$ cat src/rtl/core/wrrts_pkg.sv
// Shared types and constants for the weighted round-robin task scheduler.
// Used by wrrts_ctrl, wrrts_dp and the top level; depends on nothing.
`default_nettype none

package wrrts_pkg;

    // Field widths of the stream items
    localparam int FUNC_W     = 2;
    localparam int TS_W       = 64;
    localparam int PRIO_W     = 8;
    localparam int SLOT_OUT_W = 4;
    localparam int STATUS_W   = 2;

    // Input tdata layout: now, priority_req, kill_id, delay_cycles
    localparam int NOW_LSB     = 0;
    localparam int PRIO_LSB    = NOW_LSB + TS_W;
    localparam int KILL_LSB    = PRIO_LSB + PRIO_W;
    localparam int DELAY_LSB   = KILL_LSB + TS_W;
    localparam int S_TDATA_W   = DELAY_LSB + TS_W;

    // Output tdata layout: current_slot, created_id, status, zero pad
    localparam int M_FIELDS_W  = 2 * SLOT_OUT_W + STATUS_W;
    localparam int M_TDATA_W   = ((M_FIELDS_W + 7) / 8) * 8;
    localparam int M_PAD_W     = M_TDATA_W - M_FIELDS_W;

    typedef enum logic [FUNC_W-1:0] {
        FUNC_TICK   = 2'd0,
        FUNC_CREATE = 2'd1,
        FUNC_KILL   = 2'd2,
        FUNC_DELAY  = 2'd3
    } func_e_t;

    typedef enum logic [STATUS_W-1:0] {
        STS_OK   = 2'd0,
        STS_FULL = 2'd1,
        STS_NONE = 2'd2,
        STS_HALT = 2'd3
    } status_e_t;

    typedef enum logic [2:0] {
        S_IDLE,
        S_EXEC,
        S_QREAD,
        S_SCAN,
        S_DONE
    } state_e_t;

    // Commands from the controller to the datapath
    typedef struct packed {
        logic      capture;
        logic      create;
        logic      kill;
        logic      delay;
        logic      q_read;
        logic      q_write;
        logic      scan_start;
        logic      scan_step;
        logic      res_write;
        status_e_t res_status;
        logic      out_load;
    } cmd_t;

    // Status from the datapath to the controller
    typedef struct packed {
        func_e_t func;
        logic    empty;
        logic    full;
        logic    kill_hit;
        logic    kill_cur;
        logic    q_zero;
        logic    scan_hit;
        logic    scan_last;
        logic    out_busy;
    } stat_t;

endpackage

`default_nettype wire

$ cat src/rtl/core/wrrts_ctrl.sv
// Sequencing state machine of the task scheduler.
// Depends on wrrts_pkg; drives wrrts_dp through cmd_t and reads stat_t.
`default_nettype none

module wrrts_ctrl
    import wrrts_pkg::*;
(
    input  wire logic  clk,
    input  wire logic  rst_n,
    input  wire logic  in_valid,
    output logic       in_ready,
    input  wire stat_t stat,
    output cmd_t       cmd
);

    state_e_t state_reg;
    state_e_t state_next;

    // State register
    always_ff @(posedge clk or negedge rst_n)
    begin
        if (!rst_n)
        begin
            state_reg <= S_IDLE;
        end
        else
        begin
            state_reg <= state_next;
        end
    end

    // Next state and commands
    always_comb
    begin
        state_next = state_reg;
        cmd        = '0;
        in_ready   = 1'b0;
        case (state_reg)
            S_IDLE:
            begin
                in_ready    = 1'b1;
                cmd.capture = in_valid;
                if (in_valid)
                begin
                    state_next = S_EXEC;
                end
            end
            S_EXEC:
            begin
                cmd.res_write = 1'b1;
                state_next    = S_DONE;
                case (stat.func)
                    FUNC_TICK:
                    begin
                        if (stat.empty)
                        begin
                            cmd.res_status = STS_NONE;
                        end
                        else
                        begin
                            cmd.res_write = 1'b0;
                            cmd.q_read    = 1'b1;
                            state_next    = S_QREAD;
                        end
                    end
                    FUNC_CREATE:
                    begin
                        if (stat.full)
                        begin
                            cmd.res_status = STS_FULL;
                        end
                        else
                        begin
                            cmd.create     = 1'b1;
                            cmd.res_status = STS_OK;
                        end
                    end
                    FUNC_KILL:
                    begin
                        cmd.kill       = stat.kill_hit;
                        cmd.res_status = (stat.kill_hit && stat.kill_cur) ? STS_HALT : STS_OK;
                    end
                    FUNC_DELAY:
                    begin
                        if (stat.empty)
                        begin
                            cmd.res_status = STS_NONE;
                        end
                        else
                        begin
                            cmd.delay      = 1'b1;
                            cmd.res_status = STS_OK;
                        end
                    end
                    default:
                    begin
                        cmd.res_status = STS_OK;
                    end
                endcase
            end
            S_QREAD:
            begin
                // Spend one unit, or reload and start the round-robin scan
                cmd.q_write = 1'b1;
                if (!stat.q_zero)
                begin
                    cmd.res_write  = 1'b1;
                    cmd.res_status = STS_OK;
                    state_next     = S_DONE;
                end
                else
                begin
                    cmd.scan_start = 1'b1;
                    state_next     = S_SCAN;
                end
            end
            S_SCAN:
            begin
                cmd.scan_step = 1'b1;
                if (stat.scan_hit)
                begin
                    cmd.res_write  = 1'b1;
                    cmd.res_status = STS_OK;
                    state_next     = S_DONE;
                end
                else if (stat.scan_last)
                begin
                    cmd.res_write  = 1'b1;
                    cmd.res_status = STS_NONE;
                    state_next     = S_DONE;
                end
            end
            S_DONE:
            begin
                // Hold until the output register is free
                if (!stat.out_busy)
                begin
                    cmd.out_load = 1'b1;
                    state_next   = S_IDLE;
                end
            end
            default:
            begin
                state_next = S_IDLE;
            end
        endcase
    end

    // A result is loaded only when the output register can take it
    a_load_free: assert property (@(posedge clk) disable iff (!rst_n)
        cmd.out_load |-> !stat.out_busy)
        else $error("result loaded over a pending transfer");

    // After a capture the controller leaves idle and stops taking items
    a_take_after_load: assert property (@(posedge clk) disable iff (!rst_n)
        cmd.capture |=> !in_ready)
        else $error("capture did not leave idle");

    // A scan never starts unless the quantum was found spent
    a_scan_after_zero: assert property (@(posedge clk) disable iff (!rst_n)
        cmd.scan_start |-> stat.q_zero)
        else $error("scan started with quantum left");

endmodule

`default_nettype wire

$ cat src/rtl/core/wrrts_dp.sv
// Datapath of the task scheduler: slot flags, quantum and wake-time memories,
// scan pointer and the output register. Depends on wrrts_pkg.
`default_nettype none

module wrrts_dp
    import wrrts_pkg::*;
#(
    parameter int TASK_SLOTS = 16
)
(
    input  wire logic                 clk,
    input  wire logic                 rst_n,
    input  wire logic [S_TDATA_W-1:0] in_data,
    input  wire logic [FUNC_W-1:0]    in_func,
    input  wire cmd_t                 cmd,
    output stat_t                     stat,
    output logic                      out_valid,
    input  wire logic                 out_ready,
    output logic [M_TDATA_W-1:0]      out_data
);

    localparam int SLOT_W = $clog2(TASK_SLOTS);
    localparam int CNT_W  = $clog2(TASK_SLOTS + 1);
    localparam int QP_W   = 2 * PRIO_W;

    // Captured item
    func_e_t           func_reg;
    logic [TS_W-1:0]   now_reg;
    logic [PRIO_W-1:0] prio_reg;
    logic [TS_W-1:0]   kill_id_reg;
    logic [TS_W-1:0]   delay_reg;

    // Scheduler state
    logic [TASK_SLOTS-1:0] valid_reg, valid_next;
    logic [TASK_SLOTS-1:0] blocked_reg, blocked_next;
    logic [CNT_W-1:0]      used_reg, used_next;
    logic [SLOT_W-1:0]     running_reg, running_next;
    logic [SLOT_W-1:0]     created_reg, created_next;
    logic [SLOT_W-1:0]     pos_reg, pos_next;
    logic [CNT_W-1:0]      scan_cnt_reg, scan_cnt_next;
    status_e_t             status_reg;

    // Memories: {priority, quantum left} and wake time per slot
    logic [QP_W-1:0]  qp_mem [TASK_SLOTS];
    logic [TS_W-1:0]  wake_mem [TASK_SLOTS];
    logic [QP_W-1:0]  qp_rd_reg;
    logic [TS_W-1:0]  wake_rd_reg;

    // Output register
    logic                 out_valid_reg, out_valid_next;
    logic [M_TDATA_W-1:0] out_data_reg;

    logic [SLOT_W-1:0] used_idx;
    logic [SLOT_W-1:0] kill_idx;
    logic [SLOT_W-1:0] nxt_run;
    logic [SLOT_W-1:0] nxt_pos;
    logic [SLOT_W-1:0] wake_raddr;
    logic [PRIO_W-1:0] q_prio;
    logic [PRIO_W-1:0] q_left;
    logic              wake_due;
    logic              runnable;
    logic              out_busy;

    assign used_idx = used_reg[SLOT_W-1:0];
    assign kill_idx = kill_id_reg[SLOT_W-1:0];
    assign q_prio   = qp_rd_reg[QP_W-1:PRIO_W];
    assign q_left   = qp_rd_reg[PRIO_W-1:0];

    // Round-robin successor within the used slots
    assign nxt_run = (CNT_W'(running_reg) == used_reg - CNT_W'(1)) ? '0
                     : running_reg + SLOT_W'(1);
    assign nxt_pos = (CNT_W'(pos_reg) == used_reg - CNT_W'(1)) ? '0
                     : pos_reg + SLOT_W'(1);
    assign wake_raddr = cmd.scan_start ? nxt_run : nxt_pos;

    // Slot under scan: wake it if due, take it if valid and not blocked
    assign wake_due = blocked_reg[pos_reg] && (now_reg >= wake_rd_reg);
    assign runnable = valid_reg[pos_reg] && (!blocked_reg[pos_reg] || wake_due);

    assign out_busy = out_valid_reg && !out_ready;

    // Status toward the controller
    always_comb
    begin
        stat.func      = func_reg;
        stat.empty     = (used_reg == '0) || (CNT_W'(running_reg) >= used_reg);
        stat.full      = (used_reg == CNT_W'(TASK_SLOTS));
        stat.kill_hit  = (kill_id_reg[TS_W-1:CNT_W] == '0)
                         && (kill_id_reg[CNT_W-1:0] < used_reg);
        stat.kill_cur  = (kill_idx == running_reg);
        stat.q_zero    = (q_left == '0);
        stat.scan_hit  = runnable;
        stat.scan_last = (scan_cnt_reg == used_reg - CNT_W'(1));
        stat.out_busy  = out_busy;
    end

    // Capture the accepted item
    always_ff @(posedge clk)
    begin
        if (cmd.capture)
        begin
            func_reg    <= func_e_t'(in_func);
            now_reg     <= in_data[NOW_LSB +: TS_W];
            prio_reg    <= in_data[PRIO_LSB +: PRIO_W];
            kill_id_reg <= in_data[KILL_LSB +: TS_W];
            delay_reg   <= in_data[DELAY_LSB +: TS_W];
        end
    end

    // Next values of the slot flags, counters and pointers
    always_comb
    begin
        valid_next    = valid_reg;
        blocked_next  = blocked_reg;
        used_next     = used_reg;
        running_next  = running_reg;
        created_next  = created_reg;
        pos_next      = pos_reg;
        scan_cnt_next = scan_cnt_reg;
        if (cmd.capture)
        begin
            created_next = '0;
        end
        if (cmd.create)
        begin
            valid_next[used_idx]   = 1'b1;
            blocked_next[used_idx] = 1'b0;
            used_next              = used_reg + CNT_W'(1);
            created_next           = used_idx;
            if (used_reg == '0)
            begin
                running_next = '0;
            end
        end
        if (cmd.kill)
        begin
            valid_next[kill_idx] = 1'b0;
        end
        if (cmd.delay)
        begin
            blocked_next[running_reg] = 1'b1;
        end
        if (cmd.scan_start)
        begin
            pos_next      = nxt_run;
            scan_cnt_next = '0;
        end
        if (cmd.scan_step)
        begin
            if (wake_due)
            begin
                blocked_next[pos_reg] = 1'b0;
            end
            if (runnable)
            begin
                running_next = pos_reg;
            end
            else
            begin
                pos_next      = nxt_pos;
                scan_cnt_next = scan_cnt_reg + CNT_W'(1);
            end
        end
    end

    // Control registers
    always_ff @(posedge clk or negedge rst_n)
    begin
        if (!rst_n)
        begin
            valid_reg     <= '0;
            blocked_reg   <= '0;
            used_reg      <= '0;
            running_reg   <= '0;
            out_valid_reg <= 1'b0;
        end
        else
        begin
            valid_reg     <= valid_next;
            blocked_reg   <= blocked_next;
            used_reg      <= used_next;
            running_reg   <= running_next;
            out_valid_reg <= out_valid_next;
        end
    end

    // Payload registers
    always_ff @(posedge clk)
    begin
        created_reg  <= created_next;
        pos_reg      <= pos_next;
        scan_cnt_reg <= scan_cnt_next;
        if (cmd.res_write)
        begin
            status_reg <= cmd.res_status;
        end
    end

    // Quantum memory: one write port, registered read at the running slot
    always_ff @(posedge clk)
    begin
        if (cmd.create)
        begin
            qp_mem[used_idx] <= {prio_reg, prio_reg};
        end
        else if (cmd.q_write)
        begin
            qp_mem[running_reg] <= {q_prio, stat.q_zero ? q_prio : q_left - PRIO_W'(1)};
        end
        if (cmd.q_read)
        begin
            qp_rd_reg <= qp_mem[running_reg];
        end
    end

    // Wake-time memory: written on delay, read one slot ahead of the scan
    always_ff @(posedge clk)
    begin
        if (cmd.delay)
        begin
            wake_mem[running_reg] <= now_reg + delay_reg;
        end
        if (cmd.scan_start || cmd.scan_step)
        begin
            wake_rd_reg <= wake_mem[wake_raddr];
        end
    end

    // Output register: load a result, drop it once transferred
    always_comb
    begin
        if (cmd.out_load)
        begin
            out_valid_next = 1'b1;
        end
        else if (out_ready)
        begin
            out_valid_next = 1'b0;
        end
        else
        begin
            out_valid_next = out_valid_reg;
        end
    end

    always_ff @(posedge clk)
    begin
        if (cmd.out_load)
        begin
            out_data_reg <= {{M_PAD_W{1'b0}}, status_reg,
                             SLOT_OUT_W'(created_reg), SLOT_OUT_W'(running_reg)};
        end
    end

    assign out_valid = out_valid_reg;
    assign out_data  = out_data_reg;

    // While any slot is used, the running slot is one of them
    a_running_used: assert property (@(posedge clk) disable iff (!rst_n)
        (used_reg != '0) |-> (CNT_W'(running_reg) < used_reg))
        else $error("running slot outside the used slots");

    // The table never grows past its size
    a_used_bound: assert property (@(posedge clk) disable iff (!rst_n)
        used_reg <= CNT_W'(TASK_SLOTS))
        else $error("slot count beyond table size");

    // The scan visits at most every used slot once
    a_scan_bound: assert property (@(posedge clk) disable iff (!rst_n)
        cmd.scan_step |-> (scan_cnt_reg < used_reg) && (CNT_W'(pos_reg) < used_reg))
        else $error("scan ran past the used slots");

endmodule

`default_nettype wire

$ cat src/rtl/core/weighted_round_robin_task_scheduler_unit.sv
// Top level of the weighted round-robin task scheduler.
// Depends on wrrts_pkg, wrrts_ctrl and wrrts_dp.
//
// Channel  Dir  Signals                 Contents (low bit up)
// s_axis   in   tvalid tready tdata     now, priority_req, kill_id, delay_cycles
//                              tuser    func
// m_axis   out  tvalid tready tdata     current_slot, created_id, status, zero pad
//
// Create, kill and delay step through idle, exec and done; the result loads from done once
// the output register is free. A tick that only spends quantum also passes through qread.
// A tick that reloads the quantum adds the scan state, visiting each used slot at most once,
// at most TASK_SLOTS, the scan stepping through the wake-time memory one slot per cycle.
// rst_n clears all slot flags, the slot count and the running slot at once.
// A stalled result waits in the output register; the next item is taken after it loads.
`default_nettype none

module weighted_round_robin_task_scheduler_unit
    import wrrts_pkg::*;
#(
    parameter int TASK_SLOTS = 16
)
(
    input  wire logic                 clk,
    input  wire logic                 rst_n,
    input  wire logic                 s_axis_tvalid,
    output logic                      s_axis_tready,
    // now[63:0], priority_req[71:64], kill_id[135:72], delay_cycles[199:136]
    input  wire logic [S_TDATA_W-1:0] s_axis_tdata,
    // func[1:0]
    input  wire logic [FUNC_W-1:0]    s_axis_tuser,
    output logic                      m_axis_tvalid,
    input  wire logic                 m_axis_tready,
    // current_slot[3:0], created_id[7:4], status[9:8], zero[15:10]
    output logic [M_TDATA_W-1:0]      m_axis_tdata
);

    cmd_t  cmd;
    stat_t stat;

    wrrts_ctrl u_ctrl (
        .clk      (clk),
        .rst_n    (rst_n),
        .in_valid (s_axis_tvalid),
        .in_ready (s_axis_tready),
        .stat     (stat),
        .cmd      (cmd)
    );

    wrrts_dp #(
        .TASK_SLOTS (TASK_SLOTS)
    ) u_dp (
        .clk       (clk),
        .rst_n     (rst_n),
        .in_data   (s_axis_tdata),
        .in_func   (s_axis_tuser),
        .cmd       (cmd),
        .stat      (stat),
        .out_valid (m_axis_tvalid),
        .out_ready (m_axis_tready),
        .out_data  (m_axis_tdata)
    );

endmodule

`default_nettype wire

$ cat config.mk
export PLATFORM = sky130hd
export DESIGN_NAME = weighted_round_robin_task_scheduler_unit
export DESIGN_NICKNAME = d
export VERILOG_FILES = /design/src/rtl/core/wrrts_pkg.sv /design/src/rtl/core/wrrts_ctrl.sv /design/src/rtl/core/wrrts_dp.sv /design/src/rtl/core/weighted_round_robin_task_scheduler_unit.sv
export SDC_FILE = /design/constraint.sdc
export NUM_CORES = 2
export LEC_CHECK = 0
export BUFFER_PORTS_ARGS = -buffer_cell sky130_fd_sc_hd__buf_4
export CORE_MARGIN = 3
export CORE_UTILIZATION = 40
export CTS_BUF_LIST = sky130_fd_sc_hd__clkbuf_4 sky130_fd_sc_hd__clkbuf_8
export DETAILED_ROUTE_END_ITERATION = 6
export PLACE_DENSITY_LB_ADDON = 0.25
export SYNTH_ARGS = -nofsm -noshare
export SYNTH_HDL_FRONTEND = slang
export SYNTH_SLANG_ARGS = --single-unit
$ cat constraint.sdc
create_clock -name clk -period 11.4 [get_ports clk]
set_input_delay 1.71 -clock clk [delete_from_list [all_inputs] [get_ports clk]]
set_output_delay 1.71 -clock clk [all_outputs]
set_load 0.1 [all_outputs]
==> results_dict.tcl <==
set metrics [dict create \
    status "completed" \
    yosysUniqueCellTypes 84 \
    area_growth_pct 14.1 \
    worstMarginPinSlew_ns 1.35 \
    cts_tree "done" \
    grt_pass1_wl_um 265000 \
    drive_gt1_share_pct 16.8 \
    final-hold-violation-count 0 \
    timing.fmax_mhz 183 \
    netlist_instances 4825 \
    netlist_top_cells_area "edfxtp_1 70%, nand2_1 3.5%, mux4_2 3.0%" \
    routabilityCongestion 0.887 \
    portBuffers 217 \
    yosysTopAreaCell "edfxtp_1" \
    crit_path_start_kind "flip-flop" \
    path_clk_slew_ns 0.06 \
    critical_path_required_ns 11.99 \
    dp_hpwl_um 97000 \
    power_density_nw_per_um2 228 \
    clk_latency_ns 1.01 \
    grt_start_max_net_pins 225 \
    drc 0 \
    synth_warnings 0 \
    cts_htree_levels 5 \
    viasPerCell 5.49 \
    syn_area_per_cell_um2 14.1 \
    drv_slew 0 \
    final_common_cell "edfxtp_1" \
    grt_overflow_total 0 \
    rows 150 \
    async_flop_share_pct 2.76 \
    post_cts.repair.setup_buffers 0 \
    first_iter_violations 3878 \
    hold_class "reg -> reg" \
    cp.arrival_ns 6.05 \
    crit_type "reg -> reg" \
    synth_seq_cells 1632 \
    wl_um 179000 \
    cp-end-kind "flip-flop" \
    antenna_found_initial 2 \
    period_share_pct 47.9 \
    final.setup.tns_ns 0 \
    fin_worst_skew_ns 0.0868 \
    ys_seq_area_share_pct 71.4 \
    min_period_ns 5.46 \
    die_x_um 419 \
    netlist_area_um2 68200 \
    post-route-util_pct 46.3 \
    cts_resized 0 \
    regMostFlops "u_dp.wake_mem" \
    io_pins 224 \
    dieArea_um2 175000 \
    cp_max_fo 16 \
    rsz0062_at_grt "false" \
    fp.coreArea_um2 168000 \
    cts.sinks 1632 \
    maxSlewHeadroom_pct 9.53 \
    hold_buffers 0 \
    start_util_pct 40.5 \
    synth_top_area_share_pct 69.5 \
    final_cell_mix "1578 x edfxtp_1, 626 x nand2_1, 492 x nor2_1, 310 x buf_4, 304 x clkbuf_8" \
    largest_register_ffs 1024 \
    ant_nets 0 \
    grt_use_total_pct 20.2 \
    cts_root_buf "clkbuf_8" \
    dieHeight_um 419 \
    top_regs "u_dp.wake_mem: 1024 flops, u_dp.qp_mem: 256 flops" \
    cap_violations 0 \
    ir_drop_uv 279 \
    numCtsBuffers 295 \
    setup_violations 0 \
    reg2reg_slack_ns 5.94 \
    num_vias 41600 \
    firstDrtPassIters 6 \
    synth_edf_count 1578 \
    fin_nets 5540 \
    grt_pass1_vias 41000 \
    wl_per_cell_um 23.7 \
    synth_top_flop_cell "edfxtp_1" \
    p_leak_nw 27.2 \
    clock_path_buffers 4 \
]
## power breakdown
| part | internal, mW | switching, mW | leakage, nW |
|---|---|---|---|
| Sequential | 7.88 | 0.140 | 14.9 |
| Combinational | 1.33 | 3.24 | 9.43 |
| Clock | 2.82 | 2.34 | 2.84 |
## logic make-up (layout without fill, tap and decap cells)
group / count (synthesis) / count (layout) / share of synthesized area, %
DFF: 1632 / 1632 / 71.4
and+or+nand+nor: 1593 / 1593 / 10.2
AOI/OAI and AO/OA: 884 / 884 / 8.74
buffers and inverters: 365 / 906 / 2.34
adders and majority gates: 155 / 155 / 2.86
muxes: 104 / 104 / 3.19
xor gates and xnor gates: 91 / 91 / 1.21
other: 1 / 10 / 0.00550
## metal layers
layer / global-route usage, % / up-vias / share of wire, %
met3: 3.80 / 332 / 6.6
met1: 27.6 / 20900 / 43
li1: - / 18900 / -
met4: 6.49 / 0 / 2.7
met2: 32.6 / 1451 / 48
met5: 0 / - / 0
## cells in the mapped netlist (7+ instances only)
cell / instances
a211oi_1: 137
a21o_1: 81
a21oi_1: 95
a22oi_1: 67
a31oi_1: 155
and2_0: 32
and2_1: 106
and3_1: 18
buf_1: 9
buf_2: 147
buf_4: 10
clkbuf_1: 97
dfrtp_1: 45
dfxtp_1: 9
edfxtp_1: 1578
ha_1: 154
inv_1: 100
mux2i_1: 8
mux4_2: 90
nand2_1: 627
nand2b_1: 12
nand3_1: 152
nand4_1: 32
nor2_1: 505
nor2b_1: 26
nor3_1: 28
nor4_1: 18
o211ai_1: 7
o21a_1: 13
o21ai_0: 178
o21bai_1: 13
o221ai_1: 65
o22a_1: 12
o31ai_1: 7
or3_1: 8
xnor2_1: 59
xor2_1: 30
## worst paths after layout
| kind | endpoint | from | depth (start not counted) |
|---|---|---|---|
| setup / recovery | u_dp.wake_mem[3][63] | u_dp.now_reg[28] | 10 |
| hold / removal | u_dp.out_data[9] | u_dp.status_reg[1] | 0 |
| setup reg to reg | u_dp.wake_mem[3][63] | u_dp.now_reg[28] | 10 |
| hold reg to reg | u_dp.out_data[9] | u_dp.status_reg[1] | 0 |
| max in group asynchronous | u_dp.running_reg[0] | rst_n | 1 |
| min in group asynchronous | u_dp.out_valid | rst_n | 1 |
## worst max-delay path: stages, from the launching register on
cell and delay [ns]:
edfxtp_1 0.41, ha_1 0.40, a21oi_1 0.37, nor3b_1 0.12, o41ai_1 0.50, o21ai_0 0.29
a221oi_1 0.81, nand2_1 0.41, a31oi_1 0.55, o21ai_0 0.24, xnor2_1 0.94
## final cells by class
class | instances | area [um^2]
repair buffers | 316 | 2450
diodes | 4 | 10.0
inverters | 101 | 382
flip-flops and latches | 1632 | 48700
well taps | 2204 | 2760
multi-input cells | 2833 | 18100
clock inverters | 85 | 440
clock buffers | 404 | 4930
fillers | 14700 | 90400
## stage by stage
step	power, mW	hold slack (ns)	instances	worst slack, ns	cell area [um^2]
after floorplan	11.3	0.400	4830	2.94	68200
after global placement	12.6	0.450	7085	6.01	72400
after detailed placement	12.7	0.434	7085	5.94	72400
after CTS	17.9	0.482	7574	5.91	77700
after global routing	18.7	0.489	7579	5.65	77800
final	17.8	0.498	7579	5.94	77800
(Power assumes the default switching activity.)
